$ cat src/hdl/row_record_deserializer_macros.svh
// assertion macros shared by the row record deserializer
`ifndef ROW_RECORD_DESERIALIZER_MACROS_SVH
`define ROW_RECORD_DESERIALIZER_MACROS_SVH
`ifndef SYNTHESIS
// same-cycle implication, sampled on clk, off during rst
`define RRD_ASSERT_IMP(label, ante, cons) \
  label: assert property (@(posedge clk) disable iff (rst) (ante) |-> (cons)) \
    else $error("rrd assertion failed");
// next-cycle implication, sampled on clk, off during rst
`define RRD_ASSERT_NXT(label, ante, cons) \
  label: assert property (@(posedge clk) disable iff (rst) (ante) |=> (cons)) \
    else $error("rrd assertion failed");
`else
`define RRD_ASSERT_IMP(label, ante, cons)
`define RRD_ASSERT_NXT(label, ante, cons)
`endif
`endif

$ cat src/hdl/rrd_pkg.sv
`timescale 1ns / 1ps
package rrd_pkg;

  localparam int MAX_COLUMNS = 8;
  localparam int KIND_SLOTS  = 8;
  localparam int COL_LIMIT_I = (MAX_COLUMNS < KIND_SLOTS) ? MAX_COLUMNS : KIND_SLOTS;
  localparam logic [3:0] COL_LIMIT = 4'(COL_LIMIT_I);

  localparam logic [2:0] FIXED_LAST = 3'd7;

  // configuration register indexes
  localparam logic [0:0] CFG_COLUMN_KINDS = 1'b0;
  localparam logic [0:0] CFG_COLUMN_COUNT = 1'b1;

  // column kind codes in column_kinds
  localparam logic [1:0] COL_STRING = 2'd3;

  typedef enum logic [2:0] {
    PH_EXPIRY   = 3'd0,
    PH_INT      = 3'd1,
    PH_DECIMAL  = 3'd2,
    PH_DATETIME = 3'd3,
    PH_STRLEN   = 3'd4,
    PH_STRBYTE  = 3'd5
  } phase_t;

  typedef enum logic [2:0] {
    KIND_EXPIRY   = 3'd0,
    KIND_INT      = 3'd1,
    KIND_DECIMAL  = 3'd2,
    KIND_DATETIME = 3'd3,
    KIND_STRLEN   = 3'd4,
    KIND_STRBYTE  = 3'd5,
    KIND_ERROR    = 3'd6
  } item_kind_t;

  typedef struct packed {
    logic [7:0] byte_value;
    logic       last_byte;
  } in_item_t;

  typedef struct packed {
    item_kind_t  item_kind;
    logic [2:0]  column_index;
    logic [63:0] value_bits;
    logic        row_done;
  } out_item_t;

  // handoff from the input register to the parse stage
  typedef struct packed {
    logic     valid;
    in_item_t data;
  } stage_t;

endpackage

$ cat src/hdl/rrd_in_reg.sv
`timescale 1ns / 1ps
module rrd_in_reg (
  input  logic             clk,
  input  logic             rst,
  input  logic             in_valid,
  output logic             in_ready,
  input  rrd_pkg::in_item_t in_data,
  input  logic             take,
  output rrd_pkg::stage_t  stage
);
  import rrd_pkg::*;

  logic     held;
  in_item_t held_data;

  assign in_ready   = !held || take;
  assign stage.valid = held;
  assign stage.data  = held_data;

  always_ff @(posedge clk) begin
    if (rst) begin
      held <= 1'b0;
    end else if (in_valid && in_ready) begin
      held <= 1'b1;
    end else if (take) begin
      held <= 1'b0;
    end
  end

  always_ff @(posedge clk) begin
    if (in_valid && in_ready) begin
      held_data <= in_data;
    end
  end

endmodule

$ cat src/hdl/rrd_parser.sv
`timescale 1ns / 1ps
module rrd_parser (
  input  logic               clk,
  input  logic               rst,
  input  logic               fire,
  input  rrd_pkg::in_item_t  in_data,
  input  logic [15:0]        column_kinds,
  input  logic [3:0]         column_count,
  output logic               emit,
  output rrd_pkg::out_item_t result
);
  import rrd_pkg::*;

  phase_t      phase, phase_next;
  logic [3:0]  cur_col, cur_col_next;
  logic [2:0]  pos, pos_next;
  logic [63:0] acc, acc_next;
  logic [15:0] remaining, remaining_next;
  logic        skipping, skipping_next;

  logic [3:0]  eff_count;
  logic [63:0] acc_fixed;
  logic [15:0] len_merged;
  logic [15:0] rem_dec;
  logic        enter;
  logic [3:0]  enter_col;
  logic [1:0]  enter_kind;
  logic        complete;
  logic        val_emit;
  item_kind_t  kind_out;
  logic [2:0]  col_out;
  logic [63:0] val_out;

  assign eff_count  = (column_count > COL_LIMIT) ? COL_LIMIT : column_count;
  assign acc_fixed  = acc | ({56'd0, in_data.byte_value} << {pos, 3'b000});
  assign len_merged = acc[15:0] | ({8'd0, in_data.byte_value} << {pos[0], 3'b000});
  assign rem_dec    = (remaining != 16'd0) ? remaining - 16'd1 : 16'd0;
  assign enter_kind = column_kinds[{enter_col[2:0], 1'b0} +: 2];

  always_comb begin
    phase_next     = phase;
    cur_col_next   = cur_col;
    pos_next       = pos;
    acc_next       = acc;
    remaining_next = remaining;
    skipping_next  = skipping;
    enter          = 1'b0;
    enter_col      = cur_col + 4'd1;
    complete       = 1'b0;
    val_emit       = 1'b0;
    kind_out       = KIND_EXPIRY;
    col_out        = cur_col[2:0];
    val_out        = 64'd0;
    emit           = 1'b0;
    result         = '0;

    if (skipping) begin
      // tail after a complete row: drop bytes until the buffer ends
      if (in_data.last_byte) begin
        phase_next     = PH_EXPIRY;
        cur_col_next   = 4'd0;
        pos_next       = 3'd0;
        acc_next       = 64'd0;
        remaining_next = 16'd0;
        skipping_next  = 1'b0;
      end
    end else begin
      case (phase)
        PH_EXPIRY, PH_INT, PH_DECIMAL, PH_DATETIME: begin
          if (pos == FIXED_LAST) begin
            val_emit  = 1'b1;
            kind_out  = item_kind_t'(phase);
            val_out   = acc_fixed;
            enter     = 1'b1;
            enter_col = (phase == PH_EXPIRY) ? 4'd0 : cur_col + 4'd1;
          end else begin
            pos_next = pos + 3'd1;
            acc_next = acc_fixed;
          end
        end
        PH_STRLEN: begin
          if (pos != 3'd0) begin
            val_emit = 1'b1;
            kind_out = KIND_STRLEN;
            val_out  = {48'd0, len_merged};
            if (len_merged == 16'd0) begin
              enter = 1'b1;
            end else begin
              phase_next     = PH_STRBYTE;
              remaining_next = len_merged;
              pos_next       = 3'd0;
              acc_next       = 64'd0;
            end
          end else begin
            pos_next = pos + 3'd1;
            acc_next = {48'd0, len_merged};
          end
        end
        PH_STRBYTE: begin
          val_emit       = 1'b1;
          kind_out       = KIND_STRBYTE;
          val_out        = {56'd0, in_data.byte_value};
          remaining_next = rem_dec;
          if (rem_dec == 16'd0) begin
            enter = 1'b1;
          end
        end
        default: begin
          // stray phase code: restart with this byte as expiry byte zero
          phase_next     = PH_EXPIRY;
          cur_col_next   = 4'd0;
          pos_next       = 3'd1;
          acc_next       = {56'd0, in_data.byte_value};
          remaining_next = 16'd0;
          col_out        = 3'd0;
        end
      endcase

      if (enter) begin
        cur_col_next   = enter_col;
        pos_next       = 3'd0;
        acc_next       = 64'd0;
        remaining_next = 16'd0;
        if (enter_col >= eff_count) begin
          complete = 1'b1;
        end else if (enter_kind == COL_STRING) begin
          phase_next = PH_STRLEN;
        end else begin
          phase_next = phase_t'({1'b0, enter_kind} + 3'd1);
        end
      end

      if (in_data.last_byte && !complete) begin
        // buffer ended early: error replaces any value from this byte
        emit                = 1'b1;
        result.item_kind    = KIND_ERROR;
        result.column_index = col_out;
        result.value_bits   = 64'd0;
        result.row_done     = 1'b1;
      end else begin
        emit                = val_emit;
        result.item_kind    = kind_out;
        result.column_index = col_out;
        result.value_bits   = val_out;
        result.row_done     = complete;
      end

      if (in_data.last_byte) begin
        phase_next     = PH_EXPIRY;
        cur_col_next   = 4'd0;
        pos_next       = 3'd0;
        acc_next       = 64'd0;
        remaining_next = 16'd0;
        skipping_next  = 1'b0;
      end else if (complete) begin
        skipping_next = 1'b1;
      end
    end
  end

  always_ff @(posedge clk) begin
    if (rst) begin
      phase     <= PH_EXPIRY;
      cur_col   <= 4'd0;
      pos       <= 3'd0;
      acc       <= 64'd0;
      remaining <= 16'd0;
      skipping  <= 1'b0;
    end else if (fire) begin
      phase     <= phase_next;
      cur_col   <= cur_col_next;
      pos       <= pos_next;
      acc       <= acc_next;
      remaining <= remaining_next;
      skipping  <= skipping_next;
    end
  end

endmodule

$ cat src/hdl/row_record_deserializer.sv
`timescale 1ns / 1ps
`include "row_record_deserializer_macros.svh"
// Row record parser, one record byte per word. A record is an 8-byte
// little-endian expiry stamp followed by one field per configured column;
// int, decimal and datetime columns are 8 little-endian bytes, a string
// column is a 2-byte little-endian length and then that many bytes. Every
// finished value, string length and string byte comes out as one result
// word with its column index; row_done marks the word that ends the row.
// If last_byte arrives before the row is complete the only result for that
// byte is a truncation error. Bytes after a complete row produce nothing
// until last_byte. Throughput is one byte per clock while out_ready does
// not stall the output. An accepted byte sits in the input register, and
// the single parse step moves its result into the result register when the
// result register is free. A result waiting on out_ready holds the next
// byte in the input register, and input stalls only while
// both registers are full. Configuration writes (cfg_index 0 column_kinds,
// 1 column_count, counts above 8 act as 8) take effect at once and belong
// in idle periods between records.
module row_record_deserializer (
  input  logic               clk,
  input  logic               rst,
  input  logic               in_valid,
  output logic               in_ready,
  input  rrd_pkg::in_item_t  in_data,
  output logic               out_valid,
  input  logic               out_ready,
  output rrd_pkg::out_item_t out_data,
  input  logic               cfg_we,
  input  logic [0:0]         cfg_index,
  input  logic [15:0]        cfg_wdata
);
  import rrd_pkg::*;

  // configuration registers
  logic [15:0] column_kinds;
  logic [3:0]  column_count;

  stage_t    stage;
  logic      out_free;
  logic      take;
  logic      emit;
  out_item_t result;

  // result register can take a word when empty or being drained
  assign out_free = !out_valid || out_ready;
  assign take     = stage.valid && out_free;

  always_ff @(posedge clk) begin
    if (rst) begin
      column_kinds <= 16'd0;
      column_count <= 4'd0;
    end else if (cfg_we) begin
      case (cfg_index)
        CFG_COLUMN_KINDS: column_kinds <= cfg_wdata;
        CFG_COLUMN_COUNT: column_count <= cfg_wdata[3:0];
        default: ;
      endcase
    end
  end

  rrd_in_reg u_in_reg (
    .clk      (clk),
    .rst      (rst),
    .in_valid (in_valid),
    .in_ready (in_ready),
    .in_data  (in_data),
    .take     (take),
    .stage    (stage)
  );

  rrd_parser u_parser (
    .clk          (clk),
    .rst          (rst),
    .fire         (take),
    .in_data      (stage.data),
    .column_kinds (column_kinds),
    .column_count (column_count),
    .emit         (emit),
    .result       (result)
  );

  // result register
  always_ff @(posedge clk) begin
    if (rst) begin
      out_valid <= 1'b0;
    end else if (take && emit) begin
      out_valid <= 1'b1;
    end else if (out_ready) begin
      out_valid <= 1'b0;
    end
  end

  always_ff @(posedge clk) begin
    if (take && emit) begin
      out_data <= result;
    end
  end

  // a parsed word never lands on a result still waiting
  `RRD_ASSERT_IMP(a_no_overwrite, take && emit, out_free)
  // a truncation error always closes the row with zero value
  `RRD_ASSERT_IMP(a_error_shape, out_valid && out_data.item_kind == KIND_ERROR,
                  out_data.row_done && out_data.value_bits == 64'd0)
  // expiry stamps belong to column zero
  `RRD_ASSERT_IMP(a_expiry_col, out_valid && out_data.item_kind == KIND_EXPIRY,
                  out_data.column_index == 3'd0)
  // string bytes and lengths keep their upper 48 value bits zero
  `RRD_ASSERT_IMP(a_str_width, out_valid && (out_data.item_kind == KIND_STRBYTE ||
                  out_data.item_kind == KIND_STRLEN), out_data.value_bits[63:16] == 48'd0)
  // an emitted word is registered on the next edge
  `RRD_ASSERT_NXT(a_emit_lands, take && emit, out_valid)

endmodule
$ cat config.mk
export PLATFORM = sky130hd
export DESIGN_NAME = row_record_deserializer
export DESIGN_NICKNAME = d
export VERILOG_FILES = /design/src/hdl/rrd_pkg.sv /design/src/hdl/rrd_in_reg.sv /design/src/hdl/rrd_parser.sv /design/src/hdl/row_record_deserializer.sv
export VERILOG_INCLUDE_DIRS = /design/src /design/src/hdl
export SDC_FILE = /design/constraint.sdc
export NUM_CORES = 1
export LEC_CHECK = 0
export BUFFER_PORTS_ARGS = -buffer_cell sky130_fd_sc_hd__buf_2
export CORE_UTILIZATION = 45
export CTS_CLUSTER_SIZE = 10
export DETAILED_ROUTE_END_ITERATION = 12
export GPL_TIMING_DRIVEN = 0
export PLACE_DENSITY = 0.68
export SETUP_SLACK_MARGIN = 0.02
export SLEW_MARGIN = 30
export SYNTH_ARGS = -nofsm -noshare
export SYNTH_HDL_FRONTEND = slang
export SYNTH_SLANG_ARGS = --single-unit
$ cat constraint.sdc
create_clock -name clk -period 20.4 [get_ports clk]
set_input_delay 4.08 -clock clk [delete_from_list [all_inputs] [get_ports clk]]
set_output_delay 4.08 -clock clk [all_outputs]
set_load 0.02 [all_outputs]
[After elaboration in Yosys (flattened, before gate mapping)]
Index checks and enable logic that the tools add are counted.
Storage, ports and cells
  input port bits: 31
  bits in registers: 193
  word-level logic and storage cells: 142
  output and inout port bits: 73
Cells by class
  muxes and demuxes: 72
  add/subtract/negate cells: 4
  reduce and logical (&&, ||, !) cells: 26
  equality and inequality tests: 15
  bitwise logic cells: 3
  shifts and indexed selects: 3
  order comparisons: 2
Operator list (count)
  64-bit two-way mux: 8
  64-bit case mux with 3 select lines: 2
  16-bit two-way mux: 8
  71-bit two-way mux: 1
  64-bit bitwise OR: 1
  8-bit by 6-bit left shift with 64-bit output: 1
  3-bit two-way mux: 18
  16-bit case mux with 3 select lines: 1
  4-bit two-way mux: 10
  16-bit zero test: 2
  1-bit two-way mux: 19
  3-bit case mux with 3 select lines: 2
  16-bit bitwise OR: 1
  16-bit nonzero test: 1
  16-bit by 5-bit variable part select with 2-bit output: 1
  8-bit by 4-bit left shift with 16-bit output: 1
  16-bit by 1-bit subtractor with 16-bit output, second input constant: 1
  5-bit AND reduction: 2
  3-bit == test, second input constant: 3
  4-bit inequality test, second input constant: 2
  3-bit by 2-bit == test with 1-bit output, second input constant: 2
  3-bit by 2-bit inequality test with 1-bit output, second input constant: 2
  1-bit case mux with 3 select lines: 2
  3-bit case mux with 2 select lines: 1
  24 further kinds: 33

[Depth between registers and ports, before layout]
Gate-level depths: netlist of run 1.
  depth in word-level cells: 15
  gate-level depth with buffers: 15
  depth with buffers taken out: 12

[Cells and area by module]
A second synthesis of run 1 with hierarchy kept.
Second synthesis, totals
  cells, all modules: 946
  area, all modules: 8999.9 um^2
By module, submodules not included
  rrd_parser: seq. area each 1821.7 um^2, area each 5537.8 um^2, cells an instance 769, instances 1
  row_record_deserializer: seq. area each 2552.4 um^2, area each 3129.3 um^2, cells an instance 162, instances 1
  rrd_in_reg: seq. area each 290.3 um^2, area each 332.8 um^2, cells an instance 15, instances 1

[Worst setup path before layout of run 1]
OpenSTA, ideal clock, no wires.
  path kind: input to register
  start: input out_ready
  end: register out_data[0] in the netlist's numbering (enable)
  cell stages on the path: 3
  data arrival time: 9.108 ns
  slack: 10.704 ns
  setup time: 0.588 ns
  buffers on the path: 0
  cells stage by stage: nand2b_1 > nand2_1 > nor3_1
Between the ends
  word-level cells in the longest chain between the ends: 3
Ends and longest elaborated chain
  start, declared: line row_record_deserializer.sv:26  | input logic out_ready,
  1-bit logical OR: line row_record_deserializer.sv:45  | assign out_free = !out_valid || out_ready;
  1-bit logical AND: line row_record_deserializer.sv:46  | assign take = stage.valid && out_free;
  1-bit logical AND: line row_record_deserializer.sv:94  | if (take && emit) begin
  end signal, assigned: line row_record_deserializer.sv:95  | out_data <= result;
  end, declared: line row_record_deserializer.sv:27  | output rrd_pkg::out_item_t out_data,
No other way between the ends.
A chain may end at the register's enable or synchronous reset.

[Worst setup path after layout of run 1]
  start: input out_ready
  end: output in_ready
Between the ends
  word-level cells in the longest chain between the ends: 3
Ends and longest elaborated chain
  1-bit logical OR: line row_record_deserializer.sv:45
  1-bit logical AND: line row_record_deserializer.sv:46
  1-bit logical OR: line rrd_in_reg.sv:16  | assign in_ready = !held || take;
  end, declared: line row_record_deserializer.sv:23  | output logic in_ready,
No other way between the ends.

==> results_dict.tcl, run 1 <==
set metrics [dict create \
    drt_first_pass_iters 5 \
    viasPerCell 5.60 \
    routabilityCongestion 0.937 \
    drtIter0Drc 740 \
    start_kind "primary input" \
    cts_tree "built" \
    crit_type "primary input to output port" \
    ant_nets 0 \
    die_height_um 142 \
    synth_top_area_share_pct 27.1 \
    fin_crit_ns 8.71 \
    critPathCaptureType "output port" \
    crit_start "out_ready" \
    clk_pin_slew_worst_paths_ns 0.08 \
    initial_core_util_pct 46.6 \
    fmax_mhz 115 \
    insertion_delay_ns 0.45 \
    worst_pin_slew_ns 0.914 \
    dieArea_sq_um 20300 \
    dp_hpwl_um 17000 \
    crit_fanout 3 \
    drive_gt1_share_pct 17.8 \
    synth_ff_type "dfxtp_1" \
    reg2reg_to "out_data[57]$_SDFFCE_PP0P_" \
    hold_class "flip-flop to flip-flop" \
    r2r_slack_ns 15.59 \
    cts-buffers-inserted 17 \
    antenna_cells 0 \
    r2r_cells 16 \
    via_count 7640 \
    finalSetupViolCount 0 \
    arrival_ns 4.63 \
    std_cell_rows 50 \
    clockRootBuffer "clkbuf_16" \
    syn-instance-count 961 \
    cts_hold_buf 0 \
    wl_um 24100 \
    crit_end "in_ready" \
    cts_setup_buffers 0 \
    skew_ns 0.0119 \
    clock-sinks 193 \
    worst_slack_ns 11.69 \
    yosys-top-cells-area "edfxtp_1, dfxtp_1, nor2_1, a21oi_1, nand2_1" \
    grt_setup_unrepaired "false" \
    cts_buffer_depth 2 \
    grt_max_degree 23 \
    synth_most_common_cell "nor2_1" \
    fill_cells 1771 \
    synth_edf_count 80 \
    outcome "complete, no violations" \
    synthesis.area_sq_um 8870 \
    grt-ovfl-total 0 \
    htree_num_levels 4 \
    die_w_um 142 \
    port_buffers 103 \
    place_ws_ns 11.69 \
    drv_cap 0 \
    wire_per_inst_um 17.6 \
    synth_nets 1003 \
    synth_warnings 0 \
    slew_viol_final 0 \
    crit_required_ns 16.32 \
    yosysUniqueCellTypes 76 \
    setup_tns_ns 0 \
    core_sq_um 19000 \
    area_delta_synth_final_pct 17.3 \
    min_period_over_period_pct 42.7 \
    p_per_area_nw_per_um2 78.3 \
    io_pins 104 \
    drc 0 \
    peakVddDrop_mv 0.0609 \
    yosys.area.top_type "edfxtp_1" \
    synth-seq-cells 193 \
    p_leak_nw 3.89 \
    ys_seq_area_share_pct 52.6 \
    hp-start "column_count[2]$_SDFFE_PP0P_" \
    final_nets 1133 \
    cts.repair.resized 0 \
    synthTopCellsByCount "nor2_1, dfxtp_1, a21oi_1" \
    syn_area_per_cell_sq_um 9.23 \
    grt_antenna_before_repair 0 \
    grt_pass1_vias 6905 \
    grt_pass1_wl_um 37500 \
    grtUsageTotal_pct 24.5 \
    hold_viol 0 \
    worstReg2RegStart "u_parser.pos[0]$_SDFFE_PP0P_" \
    max_slew_margin_pct 38.4 \
    async_reset_ff_share_pct 0 \
]
## critical path, cell delays in order
cell and delay [ns]:
buf_2 0.10, nor2b_1 0.20, nand2_1 0.09, buf_2 0.16
## registers in the layout, summed over array words and instances (netlist names)
register / count
u_parser.remaining: 16
column_kinds: 16
u_parser.cur_col: 4
u_in_reg.held: 1
u_in_reg.stage: 9
u_parser.acc: 64
out_data: 71
u_parser.pos: 3
column_count: 4
out_valid: 1
u_parser.phase: 3
u_parser.skipping: 1
## placed cells by master (no fill, tap or decap), drive strengths merged, types with 6 or more instances in the layout
| cell | instances |
|---|---|
| nor2 | 166 |
| o21ai | 48 |
| a21o | 6 |
| a31oi | 49 |
| nor2b | 17 |
| nand2 | 98 |
| a21oi | 114 |
| nand3 | 15 |
| dfxtp | 113 |
| and2 | 21 |
| buf | 137 |
| clkbuf | 63 |
| a22o | 15 |
| inv | 22 |
| edfxtp | 80 |
| ha | 11 |
| nand2b | 9 |
| clkinv | 7 |
| nor3 | 17 |
| nor4 | 9 |
## through the flow
step / cells / hold WS, ns / utilization [%] / power (W) / cell area (sq um)
floorplan: 961 / 0.432 / - / 0.000453 / 8870
global placement: 1324 / 0.446 / 51.1 / 0.000473 / 9710
detailed placement: 1332 / 0.448 / 51.4 / 0.000473 / 9770
CTS: 1364 / 0.458 / 54.7 / 0.000817 / 10400
global route: 1364 / 0.474 / 54.7 / 0.000839 / 10400
finish: 1364 / 0.459 / 54.7 / 0.000814 / 10400
## where the power goes
| part | switching, W | leakage (nW) | internal (W) |
|---|---|---|---|
| Sequential | 0.00000494 | 1.67 | 0.000407 |
| Clock | 0.000179 | 0.298 | 0.000170 |
| Combinational | 0.0000365 | 1.93 | 0.0000163 |
## per-layer routing
layer  wire [um]  vias up  global-route usage, %
li1            -     3700                      -
met1       11300     3603                   35.3
met2       10500      303                   36.2
met3        1880       34                   5.62
met4         421        0                   7.75
met5           0        -                      0
## cell type report
type	instances	area [sq um]	share of cell area, %
Clock inverter	15	203	1.95
Clock buffer	17	425	4.09
Tap cell	260	325	3.13
Timing Repair Buffer	111	576	5.53
Multi-Input combinational cell	681	3820	36.7
Inverter	15	56.3	0.541
Sequential cell	193	4660	44.8
Buffer	72	332	3.19
## logic make-up after synthesis
kind of cell	share of synthesized area [%]
simple gates	19.5
xor+xnor	0.776
fa+ha+maj	1.55
mux	1.07
flops	52.6
compound gates	20.1
buf+inv	4.37
## how the worst min path moves through the flow
| stage | end | slack [ns] | cells after the start |
|---|---|---|---|
| after floorplan | column_count[0]$_SDFFE_PP0P_ | 0.43 | 2 |
| after global placement | column_count[0]$_SDFFE_PP0P_ | 0.45 | 2 |
| after detailed placement | column_kinds[7]$_SDFFE_PP0P_ | 0.45 | 2 |
| after CTS | column_kinds[7]$_SDFFE_PP0P_ | 0.46 | 2 |
| after global routing | column_kinds[13]$_SDFFE_PP0P_ | 0.47 | 2 |
| final | column_count[2]$_SDFFE_PP0P_ | 0.46 | 2 |
Power figures use the tool's default switching activity.
==> inputs of run 2 (changes only) <==
ABC_AREA = 1   (was not set)
clock period = 8.05 ns   (was 20.4 ns; I/O delays follow)
==> results_dict.tcl, run 2 <==
set metrics [dict create \
    synth_warnings 0 \
    final_cell_mix "nor2_1, nand2_1, o21ai_0" \
    synthesis.area_sq_um 10400 \
    outcome "complete, no violations" \
    via_count 10000 \
    finalNonFillerCells 1839 \
    worst_slack_ns 3.55 \
    hold_class "flip-flop to flip-flop" \
    io_pins 104 \
    peakVddDrop_mv 0.130 \
    dieArea_sq_um 23600 \
    synth-seq-cells 193 \
    crit_family "simple AND/OR/NAND/NOR gates" \
    r2r_cells 18 \
    final_nets 1583 \
    grt_pass1_wl_um 50700 \
    die_height_um 154 \
    grt_max_degree 48 \
    cts_hold_buf 0 \
    slowest_stage "nor2_1" \
    finalSetupViolCount 0 \
    p_per_area_nw_per_um2 198 \
    grt_pass1_vias 9226 \
    start_kind "flip-flop" \
    core_sq_um 22600 \
    crit_required_ns 8.18 \
    synth_ff_type "dfxtp_1" \
    min_to "column_kinds[2]$_SDFFE_PP0P_" \
    min_period_over_period_pct 55.9 \
    wire_per_inst_um 17.6 \
    cts_buffer_depth 2 \
    grt-ovfl-total 0 \
    top_register "out_data" \
    layout_commonest_cell "nor2_1" \
    hp-start "column_kinds[2]$_SDFFE_PP0P_" \
    skew_ns 0.0137 \
    cts-buffers-inserted 17 \
    synth_edf_count 80 \
    fin_crit_ns 4.50 \
    clock-sinks 193 \
    critPathCaptureType "flip-flop" \
    grtUsageTotal_pct 27.8 \
    clk_pin_slew_worst_paths_ns 0.08 \
    initial_core_util_pct 45.8 \
    ant_nets 0 \
    p_leak_nw 4.98 \
    insertion_delay_ns 0.45 \
    arrival_ns 4.63 \
    worstReg2RegStart "u_parser.pos[1]$_SDFFE_PP0P_" \
    worst_pin_slew_ns 0.939 \
    reg2reg_to "out_data[36]$_SDFFCE_PP0P_" \
    drtIter0Drc 1218 \
    drv_cap 0 \
    cts.repair.resized 0 \
    r2r_slack_ns 3.55 \
    routabilityCongestion 0.985 \
    post-place-cells 1807 \
    grt_antenna_before_repair 0 \
    power_w 0.00235 \
    syn_area_per_cell_sq_um 7.31 \
    hold_path_depth 2 \
    ys_seq_area_share_pct 45.0 \
    wl_um 32300 \
    cp_cell_sequence "ha_1, ha_1, nand2_1, nor2_1, nor2_1, ha_1, inv_1, nor2_1, o21ai_0, nand2_1, a31oi_1, inv_1, nand2_4, nand2_4, nand2_1, nand2_1, inv_4, buf_12" \
    synth_nets 1460 \
    crit_fanout 47 \
    yosys.area.top_type "edfxtp_1" \
    syn-instance-count 1418 \
    hold_viol 0 \
    fmax_mhz 222 \
    drc 0 \
    cts_tree "built" \
    yosysUniqueCellTypes 42 \
    grt_setup_unrepaired "false" \
    dp_hpwl_um 24100 \
    area_delta_synth_final_pct 14.2 \
    die_w_um 154 \
    slew_viol_final 0 \
    cpMostUsedCell "nand2_1" \
    clockRootBuffer "clkbuf_16" \
    max_slew_margin_pct 36.9 \
    yosys-top-cells-area "edfxtp_1, dfxtp_1, nor2_1, nand2_1, o21ai_0" \
    antenna_cells 0 \
    htree_num_levels 4 \
    place_ws_ns 3.68 \
    synth_top_area_share_pct 23.2 \
    drt_first_pass_iters 5 \
    viasPerCell 5.44 \
    crit_path_max_incr_delay_ns 0.48 \
    crit_type "flip-flop to flip-flop" \
    fill_cells 2219 \
    drive_gt1_share_pct 14.9 \
    async_reset_ff_share_pct 0 \
    setup_tns_ns 0 \
    largest_reg_flops 71 \
    std_cell_rows 55 \
    path_buf_inv 4 \
    synth_most_common_cell "nor2_1" \
    top_regs "out_data (71), u_parser.acc (64)" \
    synthTopCellsByCount "nor2_1, nand2_1, o21ai_0" \
    cts_setup_buffers 0 \
    port_buffers 103 \
]
## run 2: how the worst max path moves through the flow
stage                                       from                         end  slack [ns]  cells past startpoint
floorplan           u_parser.pos[0]$_SDFFE_PP0P_   out_data[0]$_SDFFCE_PP0P_        3.77                     17
global placement    u_parser.pos[1]$_SDFFE_PP0P_  out_data[36]$_SDFFCE_PP0P_        2.25                     17
detailed placement  u_parser.pos[1]$_SDFFE_PP0P_  out_data[37]$_SDFFCE_PP0P_        3.68                     18
CTS                 u_parser.pos[1]$_SDFFE_PP0P_  out_data[37]$_SDFFCE_PP0P_        3.67                     18
global route        u_parser.pos[0]$_SDFFE_PP0P_  out_data[37]$_SDFFCE_PP0P_        3.27                     18
finish              u_parser.pos[1]$_SDFFE_PP0P_  out_data[36]$_SDFFCE_PP0P_        3.55                     18
## run 2: power by group
part / leakage, nW / switching, W / internal, W
sequential: 1.61 / 0.0000281 / 0.00107
combinational: 3.09 / 0.000277 / 0.000122
clock: 0.281 / 0.000438 / 0.000415
total: 4.98 / 0.000743 / 0.00160
## run 2: logic make-up after synthesis
family,synth area share [%]
AO/OA/AOI/OAI,13.2
XOR/XNOR,0.254
adder cells (fa/ha/maj),1.33
buffers and inverters,8.77
flip-flops,45.0
AND/OR/NAND/NOR,31.4
## run 2: layout make-up
type | instances | area [sq um] | share of cell area [%]
Buffer | 78 | 439 | 3.71
Clock buffer | 18 | 429 | 3.63
Clock inverter | 14 | 144 | 1.22
Inverter | 125 | 472 | 3.99
Multi-Input combinational cell | 1022 | 4790 | 40.5
Sequential cell | 193 | 4660 | 39.4
Tap cell | 285 | 357 | 3.01
Timing Repair Buffer | 104 | 536 | 4.53
## run 2: per-layer routing
layer	part of all wire (%)	wire length [um]	GRT usage [%]
met1	44	14100	37.6
met2	46	14700	44.6
met3	7.4	2400	4.20
met4	3.4	1090	11.4
met5	0	0	0
## run 2: worst min-delay path, delay by kind of cell (launching register included)
family | cells | cell delay (ns)
AO/OA/AOI/OAI | 1 | 0.05
buffers and inverters | 1 | 0.06
flip-flops | 1 | 0.30
## run 2: stage by stage
stage	utilization [%]	hold slack (ns)	cell area, sq um
after floorplan	-	0.430	10400
after global placement	49.6	0.445	11200
after detailed placement	49.7	0.447	11300
after CTS	52.3	0.459	11800
after global routing	52.3	0.472	11800
final	52.3	0.456	11800
